**config.mk**
```make
export PLATFORM = sky130hd
export DESIGN_NAME = dlmv_front_flat
export DESIGN_NICKNAME = d
export VERILOG_FILES = /design/src/rtl/dlmv_pkg.sv /design/src/rtl/dlmv_if.sv /design/src/rtl/dlmv_front.sv /design/src/flat_wrapper.sv
export SDC_FILE = /design/constraint.sdc
export NUM_CORES = 1
export LEC_CHECK = 0
export ABC_CLOCK_PERIOD_IN_PS = 1900
export BUFFER_PORTS_ARGS = -buffer_cell sky130_fd_sc_hd__buf_2
export CORE_MARGIN = 5
export CORE_UTILIZATION = 51
export CTS_CLUSTER_SIZE = 10
export DETAILED_ROUTE_END_ITERATION = 16
export GPL_ROUTABILITY_DRIVEN = 0
export PLACE_DENSITY_LB_ADDON = 0.2
export SLEW_MARGIN = 10
export SYNTH_ARGS = -nofsm -noshare
export SYNTH_HDL_FRONTEND = slang
export SYNTH_SLANG_ARGS = --single-unit
```
**constraint.sdc**
```tcl
create_clock -name clk -period 1.9 [get_ports clk]
set_clock_uncertainty 0.2 [all_clocks]
set_input_delay 0.38 -clock clk [delete_from_list [all_inputs] [get_ports clk]]
set_output_delay 0.38 -clock clk [all_outputs]
set_load 0.05 [all_outputs]
```
**src/rtl/dlmv_pkg.sv**
```systemverilog
// Shared types and constants of the dense layer matrix-vector block.
// Holds the operation codes, the command and configuration structs and the queue sizes.
// No dependencies.
`timescale 1ns / 1ps
`default_nettype none

package dlmv_pkg;

	localparam int ROW_W      = 6;
	localparam int COL_W      = 8;
	localparam int VAL_W      = 16;
	localparam int RES_W      = 32;
	localparam int IN_LEN_W   = 9;
	localparam int OUT_LEN_W  = 7;
	localparam int CFG_DATA_W = 9;
	localparam int CFG_IDX_W  = 2;
	localparam int FRAC_BITS  = 8;

	localparam logic [CFG_IDX_W-1:0] REG_INPUT_LENGTH  = 2'd0;
	localparam logic [CFG_IDX_W-1:0] REG_OUTPUT_LENGTH = 2'd1;
	localparam logic [CFG_IDX_W-1:0] REG_BIAS_ENABLE   = 2'd2;

	localparam int QUEUE_DEPTH = 4;
	localparam int QPTR_W      = $clog2(QUEUE_DEPTH);
	localparam int QCNT_W      = $clog2(QUEUE_DEPTH + 1);

	typedef enum logic [1:0] {
		OP_LOAD_INPUT  = 2'd0,
		OP_LOAD_WEIGHT = 2'd1,
		OP_LOAD_BIAS   = 2'd2,
		OP_START       = 2'd3
	} op_t;

	typedef struct packed {
		op_t              op;
		logic [ROW_W-1:0] row;
		logic [COL_W-1:0] col;
	} cmd_t;

	typedef struct packed {
		logic [IN_LEN_W-1:0]  input_length;
		logic [OUT_LEN_W-1:0] output_length;
		logic                 bias_enable;
	} cfg_t;

endpackage

`default_nettype wire

```
**src/rtl/dlmv_if.sv**
```systemverilog
// Channel interfaces of the dense layer matrix-vector block.
// Depends on dlmv_pkg for the field widths.
`timescale 1ns / 1ps
`default_nettype none

interface dlmv_load_if import dlmv_pkg::*; ();
	logic                    valid;
	logic                    ready;
	logic [1:0]              operation;
	logic [ROW_W-1:0]        row_index;
	logic [COL_W-1:0]        column_index;
	logic signed [VAL_W-1:0] load_value;

	modport source (output valid, operation, row_index, column_index, load_value,
		input ready);
	modport sink (input valid, operation, row_index, column_index, load_value,
		output ready);
endinterface


`default_nettype wire

```
**src/rtl/dlmv_front.sv**
```systemverilog
// Front end: accepts items, drops loads with out-of-range addresses, fits values
// to the data width and queues commands for the back end. Depends on dlmv_pkg, dlmv_if.
`timescale 1ns / 1ps
`default_nettype none

module dlmv_front import dlmv_pkg::*; #(
	parameter int MAX_INPUTS  = 256,
	parameter int MAX_OUTPUTS = 64,
	parameter int DATA_WIDTH  = 16
) (
	input  logic                  clk,
	input  logic                  arst_n,
	dlmv_load_if.sink             items,
	output logic                  cmd_valid,
	output cmd_t                  cmd,
	output logic [DATA_WIDTH-1:0] cmd_value,
	input  logic                  cmd_pop
);

	cmd_t                  qcmd_q [QUEUE_DEPTH];
	logic [DATA_WIDTH-1:0] qval_q [QUEUE_DEPTH];
	logic [QPTR_W-1:0]     wr_ptr_q;
	logic [QPTR_W-1:0]     rd_ptr_q;
	logic [QCNT_W-1:0]     cnt_q;
	op_t                   op;
	logic                  row_ok;
	logic                  col_ok;
	logic                  keep;
	logic                  push;
	cmd_t                  new_cmd;

	assign op     = op_t'(items.operation);
	assign row_ok = 32'(items.row_index) < 32'(MAX_OUTPUTS);
	assign col_ok = 32'(items.column_index) < 32'(MAX_INPUTS);

	always_comb begin
		case (op)
			OP_LOAD_INPUT:  keep = col_ok;
			OP_LOAD_WEIGHT: keep = row_ok && col_ok;
			OP_LOAD_BIAS:   keep = row_ok;
			OP_START:       keep = 1'b1;
			default:        keep = 1'b0;
		endcase
	end

	assign items.ready = cnt_q != QCNT_W'(QUEUE_DEPTH);
	assign push        = items.valid && items.ready && keep;
	assign new_cmd     = '{op: op, row: items.row_index, col: items.column_index};

	always_ff @(posedge clk or negedge arst_n) begin
		if (!arst_n) begin
			wr_ptr_q <= '0;
			rd_ptr_q <= '0;
			cnt_q    <= '0;
		end else begin
			if (push) begin
				wr_ptr_q <= QPTR_W'(wr_ptr_q + QPTR_W'(1));
			end
			if (cmd_pop) begin
				rd_ptr_q <= QPTR_W'(rd_ptr_q + QPTR_W'(1));
			end
			cnt_q <= QCNT_W'(cnt_q + QCNT_W'(push) - QCNT_W'(cmd_pop));
		end
	end

	always_ff @(posedge clk) begin
		if (push) begin
			qcmd_q[wr_ptr_q] <= new_cmd;
			qval_q[wr_ptr_q] <= DATA_WIDTH'(items.load_value);
		end
	end

	assign cmd_valid = cnt_q != '0;
	assign cmd       = qcmd_q[rd_ptr_q];
	assign cmd_value = qval_q[rd_ptr_q];

`ifndef SYNTHESIS
	a_cnt_bound: assert property (@(posedge clk) disable iff (!arst_n)
		cnt_q <= QCNT_W'(QUEUE_DEPTH))
		else $error("Command queue holds more items than its depth.");
	a_ptr_match: assert property (@(posedge clk) disable iff (!arst_n)
		wr_ptr_q == QPTR_W'(rd_ptr_q + QPTR_W'(cnt_q)))
		else $error("Queue pointers disagree with the fill count.");
	a_pop_nonempty: assert property (@(posedge clk) disable iff (!arst_n)
		cmd_pop |-> cnt_q != '0)
		else $error("Command popped from an empty queue.");
`endif

endmodule

`default_nettype wire

```
**src/flat_wrapper.sv**
```systemverilog
// flat-port wrapper written by rule: the top's interface ports become plain ports
module dlmv_front_flat import dlmv_pkg::*;
#(
	parameter int MAX_INPUTS  = 256,
	parameter int MAX_OUTPUTS = 64,
	parameter int DATA_WIDTH  = 16
)
  (clk, arst_n, cmd_valid, cmd, cmd_value, cmd_pop, items_valid, items_operation, items_row_index, items_column_index, items_load_value, items_ready);
  dlmv_load_if items_i ();
  input  logic clk;
  input  logic arst_n;
  output logic cmd_valid;
  output cmd_t cmd;
  output logic [DATA_WIDTH-1:0] cmd_value;
  input  logic cmd_pop;
  input wire logic [$bits(items_i.valid)-1:0] items_valid;
  input wire logic [$bits(items_i.operation)-1:0] items_operation;
  input wire logic [$bits(items_i.row_index)-1:0] items_row_index;
  input wire logic [$bits(items_i.column_index)-1:0] items_column_index;
  input wire logic [$bits(items_i.load_value)-1:0] items_load_value;
  output wire logic [$bits(items_i.ready)-1:0] items_ready;
  assign items_i.valid = items_valid;
  assign items_i.operation = items_operation;
  assign items_i.row_index = items_row_index;
  assign items_i.column_index = items_column_index;
  assign items_i.load_value = items_load_value;
  assign items_ready = items_i.ready;
  dlmv_front #(.MAX_INPUTS(MAX_INPUTS), .MAX_OUTPUTS(MAX_OUTPUTS), .DATA_WIDTH(DATA_WIDTH)) u_core (.clk(clk), .arst_n(arst_n), .items(items_i), .cmd_valid(cmd_valid), .cmd(cmd), .cmd_value(cmd_value), .cmd_pop(cmd_pop));
endmodule
```
==> summary by stage, run 1 <==
Status
The flow ran to the end, but the final reports show violations. The final reports fail on setup timing.

Detailed routing
After detailed routing, the number of remaining DRC violations is 0. The first-pass iteration count of the detailed router is 4. The total via count in the routed design is 2576.

The count of routing violations after the opening detailed-route iteration is 118. The detail-routed net length per standard cell is 19.4 um. The detailed-route wire length is 9.76 mm. The via-per-instance ratio is 5.13. The remaining number of nets flagged by the antenna check after routing is 0.

Logic synthesis
The share of the synthesized area in the top cell type is 75.0%. Yosys mapped a number of flops with a built-in enable equal to 128. During synthesis, Yosys emitted a total of 0 warnings. The sequential element share of the synthesized area is 78.4%.

The post-synth design cell area is 0.00512 mm^2. The most instantiated library cell after synthesis is sky130_fd_sc_hd__edfxtp_1. After synthesis, the most frequently instantiated cells are sky130_fd_sc_hd__edfxtp_1, sky130_fd_sc_hd__mux4_2, sky130_fd_sc_hd__dfrtp_1, sky130_fd_sc_hd__inv_1, sky130_fd_sc_hd__ha_1.

Synthesis instantiated 21 different standard cells from the library. The net count of the mapped netlist is 252. The synthesized design spends more area on one cell type than any other, namely sky130_fd_sc_hd__edfxtp_1. Of all flip-flops after synthesis, the portion carrying an async set or reset was 5.19%. In this run, synthesis produced a sequential element count of 135. Yosys attributes the largest share of cell area to sky130_fd_sc_hd__edfxtp_1, sky130_fd_sc_hd__mux4_2, sky130_fd_sc_hd__dfrtp_1, sky130_fd_sc_hd__mux4_1, sky130_fd_sc_hd__ha_1.

Synthesis produced 209 cells. The average instance area after synthesis is 24.5 um^2. In the synthesized netlist the dominant register cell turns out to be sky130_fd_sc_hd__edfxtp_1.

Global route
The remaining global-route overflow is 0. Global routing used 16.8% of the available tracks. The pin count of the biggest net entering global routing is 33. The initial antenna violation count is 0. The via count of the first global-routing pass is 2783. The first global-routing pass estimated 14.7 mm of wire.

Placement
The number of port buffers is 69. After detailed placement, the design holds a cell count of 422. The estimated wirelength of the detail-placed design is 5.54 mm.

Layout
Of the cells placed in the final design, the portion with a size suffix greater than 1 is 47.2%. In the final design database the tool counted 399 nets. The count of inserted antenna diode cells is 0.

The number of cells in the finished layout apart from fillers is 502. The layout-stage area growth over the synthesis result is 40.0%.

Timing
The minimum setup slack in the final design is -563 ps. The final-report max-slew violation count is 0. Setup repair after global routing could not meet its margin everywhere. At the pin with the least slew margin, the transition time is 281 ps. The post-route minimum period is 2460 ps. The relative max-transition margin is 81.3%.

Setup violations remaining at the end of the flow were counted as 35. The hold violation total from the final report came to 0. After layout, the worst path uses 130% of the clock period. The highest clock frequency the design can meet is 0.406 GHz.

Power
The total chip power is 0.0133 W. For this design the ratio of total power to cell area is 1850 mW/mm^2. Across the VDD grid, the largest voltage drop is 1.16 mV. In this run the static leakage power is 2.61 nW.

Worst setup path
The kind of critical path is register to primary output. STA classifies the critical path endpoint as a primary output. The launching point of the worst reg2reg path is u_core.cnt_q[0]$_DFF_PN0_. The critical path data required time is 1320 ps. The length in cells of the worst reg-to-reg path is 9. Data arrives at the worst endpoint at 1880 ps.

Setup slack on the worst reg-to-reg path comes out at -40 ps. The largest driver fanout on the critical path is 6. The capturing point of the worst reg2reg path is u_core.cnt_q[2]$_DFF_PN0_. The type of origin of the critical path is a register.

Clock network
In this run, CTS created clock tree buffers numbering 17. The clock transition time at the flip-flop clock pins of the worst setup and hold paths is 60 ps. The number of clock sinks is 135. The TritonCTS clock tree is built. The CTS root buffer is sky130_fd_sc_hd__clkbuf_8.

The insertion delay to the later sink of the worst-skew pair is 510 ps. The deepest clock path buffer count is 2. The number of levels in the clock H-tree is 4.

Die
The boundary pin count is 70. The horizontal extent of the die is 110 um. The floorplan core area is 0.00977 mm^2. The die covers 0.0122 mm^2. The floorplan has 36 rows. The initial cell density of the core is 52.4%. The die is 110 um tall.

Flow run
The tool flagged a number of max-cap violations equal to 0.

Min path
The path class of the tightest hold or removal check is input port to asynchronous set/reset pin.
==> routing by layer <==
layer / vias to the layer above / share of wire, % / GRT usage [%] / wire length (um)
li1: 1175 / - / - / -
met1: 1329 / 41 / 21.4 / 4030
met2: 62 / 53 / 28.4 / 5190
met3: 10 / 4.6 / 4.48 / 451
met4: 0 / 0.84 / 5.01 / 82
met5: - / 0 / 0 / 0
==> power by group <==
part | internal (W) | switching (W)
sequential | 0.00394 | 0.000201
clock | 0.00214 | 0.00118
combinational | 0.00258 | 0.00323
total | 0.00866 | 0.00461
==> flip-flops by register name, summed over array words and instances (netlist names) <==
register and cells:
u_core.cnt_q 3, u_core.rd_ptr_q 2, u_core.qcmd_q 64, u_core.qval_q 64
u_core.wr_ptr_q 2
==> logic make-up after synthesis <==
logic type / synth area share [%]
compound gates: 0.293
xor+xnor: 0.684
fa+ha+maj: 1.86
buf+inv: 2.27
flops: 78.4
mux: 14.4
simple gates: 2.12
==> metrics by stage <==
step | setup WS [ps] | TNS (ps) | hold slack (ps) | instance area, um^2 | utilization [%]
floorplan | 47.6 | 0 | -116 | 5130 | -
global placement | -99.1 | -1670 | 30.3 | 5780 | 59.2
finish | -563 | -17120 | 49.3 | 7170 | 73.4
global route | -626 | -20060 | 66.3 | 7170 | 73.4
CTS | -572 | -17600 | 38.9 | 7050 | 72.1
detailed placement | -130 | -2190 | 37.5 | 5780 | 59.2
==> layout by cell type (no fill, tap or decap) <==
cell,instances
sky130_fd_sc_hd__buf_4,12
sky130_fd_sc_hd__nor2b_1,1
sky130_fd_sc_hd__and3b_2,4
sky130_fd_sc_hd__clkinv_1,1
sky130_fd_sc_hd__buf_6,41
sky130_fd_sc_hd__fa_2,1
sky130_fd_sc_hd__buf_8,4
sky130_fd_sc_hd__dfrtp_2,1
sky130_fd_sc_hd__or3_4,1
sky130_fd_sc_hd__edfxtp_1,128
sky130_fd_sc_hd__clkbuf_8,1
sky130_fd_sc_hd__nand4bb_1,2
sky130_fd_sc_hd__dfrtp_1,6
sky130_fd_sc_hd__xnor2_2,1
sky130_fd_sc_hd__clkinvlp_4,4
sky130_fd_sc_hd__inv_1,6
sky130_fd_sc_hd__inv_6,3
sky130_fd_sc_hd__nand2_1,2
sky130_fd_sc_hd__nor3b_4,1
sky130_fd_sc_hd__nand2b_1,3
sky130_fd_sc_hd__o211ai_1,2
sky130_fd_sc_hd__mux4_2,32
sky130_fd_sc_hd__buf_12,7
sky130_fd_sc_hd__bufinv_16,4
sky130_fd_sc_hd__inv_2,1
sky130_fd_sc_hd__buf_2,35
sky130_fd_sc_hd__clkbuf_1,1
sky130_fd_sc_hd__xor2_1,1
sky130_fd_sc_hd__ha_1,6
sky130_fd_sc_hd__xnor2_1,2
sky130_fd_sc_hd__clkbuf_16,18
sky130_fd_sc_hd__dlygate4sd3_1,34
sky130_fd_sc_hd__buf_16,1
sky130_fd_sc_hd__clkinv_4,2
==> worst max-delay path, cell delays in order, from the launching register on <==
cell and delay [ps]:
sky130_fd_sc_hd__dfrtp_2 390, sky130_fd_sc_hd__buf_6 130, sky130_fd_sc_hd__buf_12 120, sky130_fd_sc_hd__mux4_2 550, sky130_fd_sc_hd__buf_8 180
==> how the worst max path moves through the flow <==
stage	from	endpoint	slack [ps]	cells past startpoint
2_1_floorplan	u_core.rd_ptr_q[0]$_DFFE_PN0P_	cmd[15]	50	2
3_3_place_gp	u_core.rd_ptr_q[0]$_DFFE_PN0P_	cmd[15]	-100	3
3_5_place_dp	u_core.rd_ptr_q[0]$_DFFE_PN0P_	cmd[15]	-130	3
4_1_cts	u_core.rd_ptr_q[0]$_DFFE_PN0P_	cmd_value[15]	-570	4
5_1_grt	u_core.rd_ptr_q[0]$_DFFE_PN0P_	cmd[7]	-630	4
6_report	u_core.rd_ptr_q[0]$_DFFE_PN0P_	cmd[7]	-560	4
==> layout make-up <==
| class | count | area, um^2 |
|---|---|---|
| multi-input cells | 59 | 1000 |
| inverters | 7 | 26.3 |
| flip-flops and latches | 135 | 4020 |
| repair buffers | 136 | 1350 |
| clock inverters | 14 | 198 |
| fillers | 586 | 2600 |
| clock buffers | 18 | 418 |
| well taps | 133 | 166 |
==> timing repair <==
action | in CTS | in global routing
buffers inserted | 6 | 5
hold buffers | 34 | 0
pin swaps | 1 | 0
endpoints found under the hold margin | 136 | 0
setup endpoints to repair | 34 | 109
gates resized for setup | 78 | 14
gates cloned | 1 | 3
No activity file was read; power rests on OpenSTA's default activity.
==> inputs of run 2 (changes only) <==
RECOVER_POWER = 50   (was default)
==> run 2 against run 1 <==
Against the previous run:
- the run still ends with setup timing left
- total power hardly changed
- sequential cell count unchanged
- clock-buffer cell count unchanged
- first-iteration DRC count fell by 17%
- via count is 0.74% lower
==> summary by stage, run 2 (same netlist as run 1, synthesis figures left out) <==
Detailed routing
The remaining number of nets flagged by the antenna check after routing is 0 (unchanged). The via-per-instance ratio is 5.09 (was 5.13). The total via count in the routed design came to 2557 (was 2576). The DRC violation count after routing is 0 (unchanged). The first-pass iteration count of the detailed router is 4 (unchanged).

The detail-routed net length per standard cell was 19.2 um (was 19.4 um). The count of routing violations after the opening detailed-route iteration is 98 (was 118). The detailed-route wire length is 9.66 mm (was 9.76 mm).

Power
The static leakage is 2.52 nW (was 2.61 nW). The worst supply voltage drop on vdd was 1.15 mV (was 1.16 mV). The power per cell area is 1860 mW/mm^2 (was 1850 mW/mm^2). The total chip power is 0.0133 W (about the same).

Layout
The count of inserted antenna diode cells is 0 (unchanged). Largest registers in the final layout: u_core.qcmd_q: 64 flops, u_core.qval_q: 64 flops, u_core.cnt_q: 3 flops (unchanged). Commonest cells after routing, fill and taps aside: sky130_fd_sc_hd__edfxtp_1, sky130_fd_sc_hd__buf_6, sky130_fd_sc_hd__clkbuf_1, sky130_fd_sc_hd__dlygate4sd3_1, sky130_fd_sc_hd__mux4_2 (was sky130_fd_sc_hd__edfxtp_1, sky130_fd_sc_hd__buf_6, sky130_fd_sc_hd__buf_2). The share of post-route cells with drive strength above 1 is 38.2% (was 47.2%). The most common library cell in the layout ignoring fill and taps was sky130_fd_sc_hd__edfxtp_1 (unchanged). The number of nets in the layout is 399 (unchanged).

The layout-stage area growth over the synthesis result came to 39.2% (was 40.0%). The number of cells in the finished layout apart from fillers came to 502 (unchanged).

Status
Run status: finished, violations left (unchanged). Violated checks: setup timing (unchanged).

Global route
The wire length of the first global-routing pass is 14.7 mm (unchanged). The initial antenna violation count is 0 (unchanged). The remaining global-route overflow is 0 (unchanged). The pin count of the biggest net entering global routing is 33 (unchanged).

The via count of the first global-routing pass is 2783 (unchanged). The global router's overall resource usage is 16.8% (unchanged).

Placement
The number of placed cells counting well taps is 422 (unchanged). The number of port buffers is 69 (unchanged). The estimated wirelength of the detail-placed design is 5.54 mm (unchanged). The worst slack at placement came to -130 ps (unchanged).

Timing
The total setup violations reported at the end of the flow is 35 (unchanged). The post-route minimum period came to 2460 ps (about the same). The relative max-transition margin is 68.4% (was 81.3%).

The pin slew with the least headroom to its limit is 474 ps (was 281 ps). Unrepaired setup endpoints after global routing: true (unchanged). The setup TNS after final layout is -17050 ps (was -17120 ps).

The highest clock frequency the design can meet is 0.406 GHz (about the same). The minimum setup slack in the final design is -561 ps (was -563 ps). The final hold slack came to 81.9 ps (was 49.3 ps).

The hold violation total from the final report is 0 (unchanged). The period utilization is 130% (about the same). The final-report max-slew violation count is 0 (unchanged).

Clock network
The CTS buffer count is 17 (unchanged). The number of clock sinks was 135 (unchanged). The CTS root buffer is sky130_fd_sc_hd__clkbuf_8 (unchanged). The TritonCTS clock tree is built (unchanged). The number of levels in the clock H-tree was 4 (unchanged). The clock transition time at the flip-flop clock pins of the worst setup and hold paths is 60 ps (about the same). The insertion delay to the later sink of the worst-skew pair was 500 ps (was 510 ps). The deepest clock path buffer count is 2 (unchanged).

Min path
The type of the tightest min-delay check is input port to register (was input port to asynchronous set/reset pin).

Die
The vertical die dimension is 110 um (unchanged). The horizontal extent of the die is 110 um (unchanged). The die area was 0.0122 mm^2 (unchanged).

The number of cell rows is 36 (unchanged). The initial cell density of the core is 52.4% (unchanged). The floorplan core area is 0.00977 mm^2 (unchanged). The boundary pin count is 70 (unchanged).

Worst setup path
The largest driver fanout on the critical path was 6 (unchanged). The kind of critical path is register to primary output (unchanged). The critical path data required time is 1320 ps (about the same). The arrival time reported for the critical path endpoint was 1880 ps (about the same). The type of origin of the critical path was a register (unchanged). The endpoint kind of the worst setup timing path is a primary output (unchanged).

Flow run
The max-capacitance violation count is 0 (unchanged).
-- run 2: changes by cell type in the layout (fill, tap and decap cells not counted), sizes merged --
| cell | change |
|---|---|
| buf | -33 |
| clkbuf | +33 |
-- run 2: layer usage --
layer  share of wire [%]  vias to the layer above  track usage, %
li1                    -                     1175               -
met3                 4.4                       10            4.48
met2                  54                       65            28.4
met1                  41                     1307            21.4
met4                0.77                        0            5.01
met5                   0                        -               0
-- run 2: where the power goes --
part | leakage (nW) | switching, W | internal, W | total [W]
logic | 0.978 | 0.00323 | 0.00257 | 0.00580
clock network | 0.286 | 0.00118 | 0.00214 | 0.00332
registers | 1.25 | 0.000200 | 0.00394 | 0.00414
-- run 2: per-stage QoR --
step / utilization, % / area (um^2)
2_1_floorplan: - / 5130
3_3_place_gp: 59.2 / 5780
3_5_place_dp: 59.2 / 5780
4_1_cts: 72.1 / 7050
5_1_grt: 73.0 / 7130
6_report: 73.0 / 7130
-- run 2: cell type report --
type / count / area, um^2
flip-flops and latches: 135 / 4020
fillers: 608 / 2640
repair buffers: 136 / 1300
multi-input cells: 59 / 1000
clock buffers: 18 / 418
clock inverters: 14 / 198
well taps: 133 / 166
inverters: 7 / 26.3
-- run 2: path summary, 6_finish.rpt --
kind / from / to / slack (ps) / depth (start not counted)
worst min-delay path: items_valid / u_core.cnt_q[0]$_DFF_PN0_ / 80 / 3
min in group asynchronous: arst_n / u_core.cnt_q[0]$_DFF_PN0_ / 140 / 2
worst min register to register: u_core.wr_ptr_q[1]$_DFFE_PN0P_ / u_core.wr_ptr_q[1]$_DFFE_PN0P_ / 400 / 2
max in group asynchronous: arst_n / u_core.rd_ptr_q[0]$_DFFE_PN0P_ / 1010 / 2
worst max register to register: u_core.cnt_q[0]$_DFF_PN0_ / u_core.cnt_q[2]$_DFF_PN0_ / -40 / 9
worst max-delay path: u_core.rd_ptr_q[0]$_DFFE_PN0P_ / cmd[7] / -560 / 4
-- run 2: worst max-delay path: stages, from the launching register on --
cell                      delay [ps]
sky130_fd_sc_hd__dfrtp_2         390
sky130_fd_sc_hd__buf_6           130
sky130_fd_sc_hd__buf_12          120
sky130_fd_sc_hd__mux4_2          550
sky130_fd_sc_hd__buf_8           180
-- run 2: what timing repair did --
action | in CTS | in global routing
hold endpoints to repair | 136 | 0
cloned | 1 | 3
pin swaps | 1 | 0
resized for setup | 78 | 14
setup buffers | 6 | 5
endpoints found under the setup margin | 34 | 109
hold buffers | 34 | 0
==> inputs of run 3 (changes only) <==
--- a/config.mk
+++ b/config.mk
@@ -15,4 +15,5 @@
 export PLACE_DENSITY_LB_ADDON = 0.2
 export RECOVER_POWER = 50
+export SETUP_SLACK_MARGIN = 0.1
 export SLEW_MARGIN = 10
 export SYNTH_ARGS = -nofsm -noshare
==> constraint.sdc (replaced) <==
create_clock -name clk -period 1.9 [get_ports clk]
set_clock_uncertainty 0.2 [all_clocks]
set_input_delay 0.57 -clock clk [delete_from_list [all_inputs] [get_ports clk]]
set_output_delay 0.57 -clock clk [all_outputs]
set_load 0.05 [all_outputs]
==> run 3 against run 2 <==
Against the previous run:
- the run still ends with setup timing left
- sequential share of layout area rose by 0.82 points
- maximum frequency fell by 7.7%
- final cell count down 4.6%
- utilization fell by 1.0 points
- largest cell class unchanged
- largest power group unchanged
==> summary by stage, run 3 (same netlist as run 1, synthesis figures left out) <==
Status
Run status: finished, violations left (unchanged). Violated checks: setup timing (unchanged).

Layout
The number of cells in the finished layout apart from fillers is 479 (was 502). The number of nets in the layout came to 377 (was 399). The layout-stage area growth over the synthesis result came to 37.2% (was 39.2%). The multi-input combinational cell area is 0.00103 mm^2 (was 0.00100 mm^2). The number of fillers in the final layout came to 591 (was 608). The most common library cell in the layout ignoring fill and taps was sky130_fd_sc_hd__edfxtp_1 (unchanged). The sequential cell area is 0.00402 mm^2 (about the same). The share of post-route cells with drive strength above 1 is 48.6% (was 38.2%). Commonest cells after routing, fill and taps aside: sky130_fd_sc_hd__edfxtp_1, sky130_fd_sc_hd__buf_6, sky130_fd_sc_hd__mux4_2 (was sky130_fd_sc_hd__edfxtp_1, sky130_fd_sc_hd__buf_6, sky130_fd_sc_hd__clkbuf_1, sky130_fd_sc_hd__dlygate4sd3_1, sky130_fd_sc_hd__mux4_2).

Largest registers in the final layout: u_core.qcmd_q: 64 flops, u_core.qval_q: 64 flops, u_core.cnt_q: 3 flops (unchanged). The count of inserted antenna diode cells is 0 (unchanged).

Global route
The initial antenna violation count is 0 (unchanged). The met2 track demand over resource is 30.4% (was 28.4%). The busiest layer in global routing is met2 (unchanged). The pin count of the biggest net entering global routing was 21 (was 33). The global router's overall resource usage is 19.1% (was 16.8%).

The routing usage on met3 is 5.77% (was 4.48%). The met1 usage came to 24.6% (was 21.4%). The wire length of the first global-routing pass is 16.1 mm (was 14.7 mm). The via count of the first global-routing pass is 2755 (was 2783). The remaining global-route overflow is 0 (unchanged).

Detailed routing
The detail-routed net length per standard cell is 22.0 um (was 19.2 um). The first-pass iteration count of the detailed router is 4 (unchanged). The total via count in the routed design is 2592 (was 2557). The remaining number of nets flagged by the antenna check after routing is 0 (unchanged). The DRC violation count after routing is 0 (unchanged). The count of routing violations after the opening detailed-route iteration came to 204 (was 98). The via-per-instance ratio came to 5.41 (was 5.09).

The detailed-route wire length is 10.5 mm (was 9.66 mm).

Timing
The setup TNS after final layout came to -35220 ps (was -17050 ps). Unrepaired setup endpoints after global routing: true (unchanged). The hold violation total from the final report is 0 (unchanged). The relative max-transition margin was 80.7% (was 68.4%). The minimum setup slack in the final design is -765 ps (was -561 ps). The post-route minimum period is 2670 ps (was 2460 ps). The total setup violations reported at the end of the flow is 164 (was 35). The highest clock frequency the design can meet is 0.375 GHz (was 0.406 GHz). The pin slew with the least headroom to its limit is 289 ps (was 474 ps).

The final-report max-slew violation count is 0 (unchanged). The period utilization was 140% (was 130%).

Clock network
The insertion delay to the later sink of the worst-skew pair was 510 ps (was 500 ps). The deepest clock path buffer count is 2 (unchanged). The clock transition time at the flip-flop clock pins of the worst setup and hold paths is 60 ps (about the same). The CTS buffer count is 17 (unchanged).

The number of levels in the clock H-tree is 4 (unchanged). The CTS root buffer was sky130_fd_sc_hd__clkbuf_8 (unchanged). The TritonCTS clock tree is built (unchanged). The number of clock sinks is 135 (unchanged).

Placement
The worst slack at placement is -264 ps (was -130 ps). The number of placed cells counting well taps was 422 (unchanged). The number of port buffers is 69 (unchanged). The estimated wirelength of the detail-placed design was 5.45 mm (was 5.54 mm).

Power
The worst supply voltage drop on vdd was 0.959 mV (was 1.15 mV). The total chip power came to 0.0137 W (was 0.0133 W). The power per cell area is 1950 mW/mm^2 (was 1860 mW/mm^2). The static leakage is 2.51 nW (was 2.52 nW).

Worst setup path
The type of origin of the critical path is a register (unchanged). The endpoint kind of the worst setup timing path is a primary output (unchanged). The largest stage delay on the critical path is 580 ps (was 550 ps). The cell with the biggest individual delay on the critical path is sky130_fd_sc_hd__mux4_2 (unchanged). The length in cells of the worst reg-to-reg path was 8 (was 9). The largest driver fanout on the critical path is 16 (was 6). Chain of cells forming the critical path: buf_12 -> mux4_2 -> buf_6 (was buf_6 -> buf_12 -> mux4_2 -> buf_8). The kind of critical path is register to primary output (unchanged). The critical path data required time came to 1130 ps (was 1320 ps). The arrival time reported for the critical path endpoint was 1900 ps (was 1880 ps).

Flow run
The max-capacitance violation count is 0 (unchanged).

Die
The horizontal extent of the die is 110 um (unchanged). The vertical die dimension came to 110 um (unchanged). The number of cell rows is 36 (unchanged). The floorplan core area is 0.00977 mm^2 (unchanged). The die area is 0.0122 mm^2 (unchanged).

The boundary pin count is 70 (unchanged). The initial cell density of the core is 52.4% (unchanged).

Min path
The depth of the worst hold-timing path is 1 (was 3). The type of the tightest min-delay check is input port to register (unchanged).
[run 3: changes by cell type in the layout (fill, tap and decap cells not counted), sizes merged]
cell         previous run  this run
clkbuf                 53        41
buf                    67        89
dlygate4sd3            34         1
bufinv                  4         7
inv                    10         8
clkinvlp                4         3
[run 3: metal layers]
layer  routed length, um  up-vias
met5                   0        -
met4                 247        0
met3                 623       19
met2                5360       92
met1                4300     1354
li1                    -     1127
[run 3: cell type report]
type	count	share of cell area, %
sequential	135	57.2
inverter	7	0.374
tap	133	2.37
clock inverter	14	3.61
timing repair buffer	114	15.9
clock buffer	17	5.89
multi-input combinational	59	14.7
[run 3: worst max-delay path: cells and delay by family, from the launching register on]
family	cells	cell delay [ps]
DFF	1	410
muxes	1	580
buffers and inverters	2	380
[run 3: power by group]
part | internal [W] | total (W) | switching [W] | leakage, nW
registers | 0.00394 | 0.00417 | 0.000228 | 1.25
logic | 0.00258 | 0.00586 | 0.00329 | 0.941
clock network | 0.00251 | 0.00371 | 0.00120 | 0.315
total | 0.00903 | 0.0137 | 0.00471 | 2.51
[run 3: through the flow]
step	hold slack [ps]	cell area [um^2]	util (%)
3_3_place_gp	211	5870	60.0
4_1_cts	46.2	7060	72.2
3_5_place_dp	212	5870	60.0
5_1_grt	69.3	7030	72.0
6_report	84.2	7030	72.0
2_1_floorplan	74.4	5170	-
[run 3: path summary, 6_finish.rpt]
kind,from,to,slack [ps]
worst min-delay path,items_load_value[9],u_core.qval_q[3][9]$_DFFE_PP_,80
worst max-delay path,u_core.rd_ptr_q[0]$_DFFE_PN0P_,cmd_value[14],-770
worst min register to register,u_core.wr_ptr_q[0]$_DFFE_PN0P_,u_core.wr_ptr_q[0]$_DFFE_PN0P_,440
max in group asynchronous,arst_n,u_core.rd_ptr_q[1]$_DFFE_PN0P_,1110
worst max register to register,u_core.cnt_q[0]$_DFF_PN0_,u_core.qval_q[1][1]$_DFFE_PP_,-160
min in group asynchronous,arst_n,u_core.cnt_q[1]$_DFF_PN0_,210
[run 3: repair_timing]
item,in CTS,in global routing
hold endpoints to repair,7,0
setup buffers,13,13
resized for setup,84,12
hold buffers,1,0
pin swaps,3,2
gates cloned,6,2
setup endpoints to repair,133,164
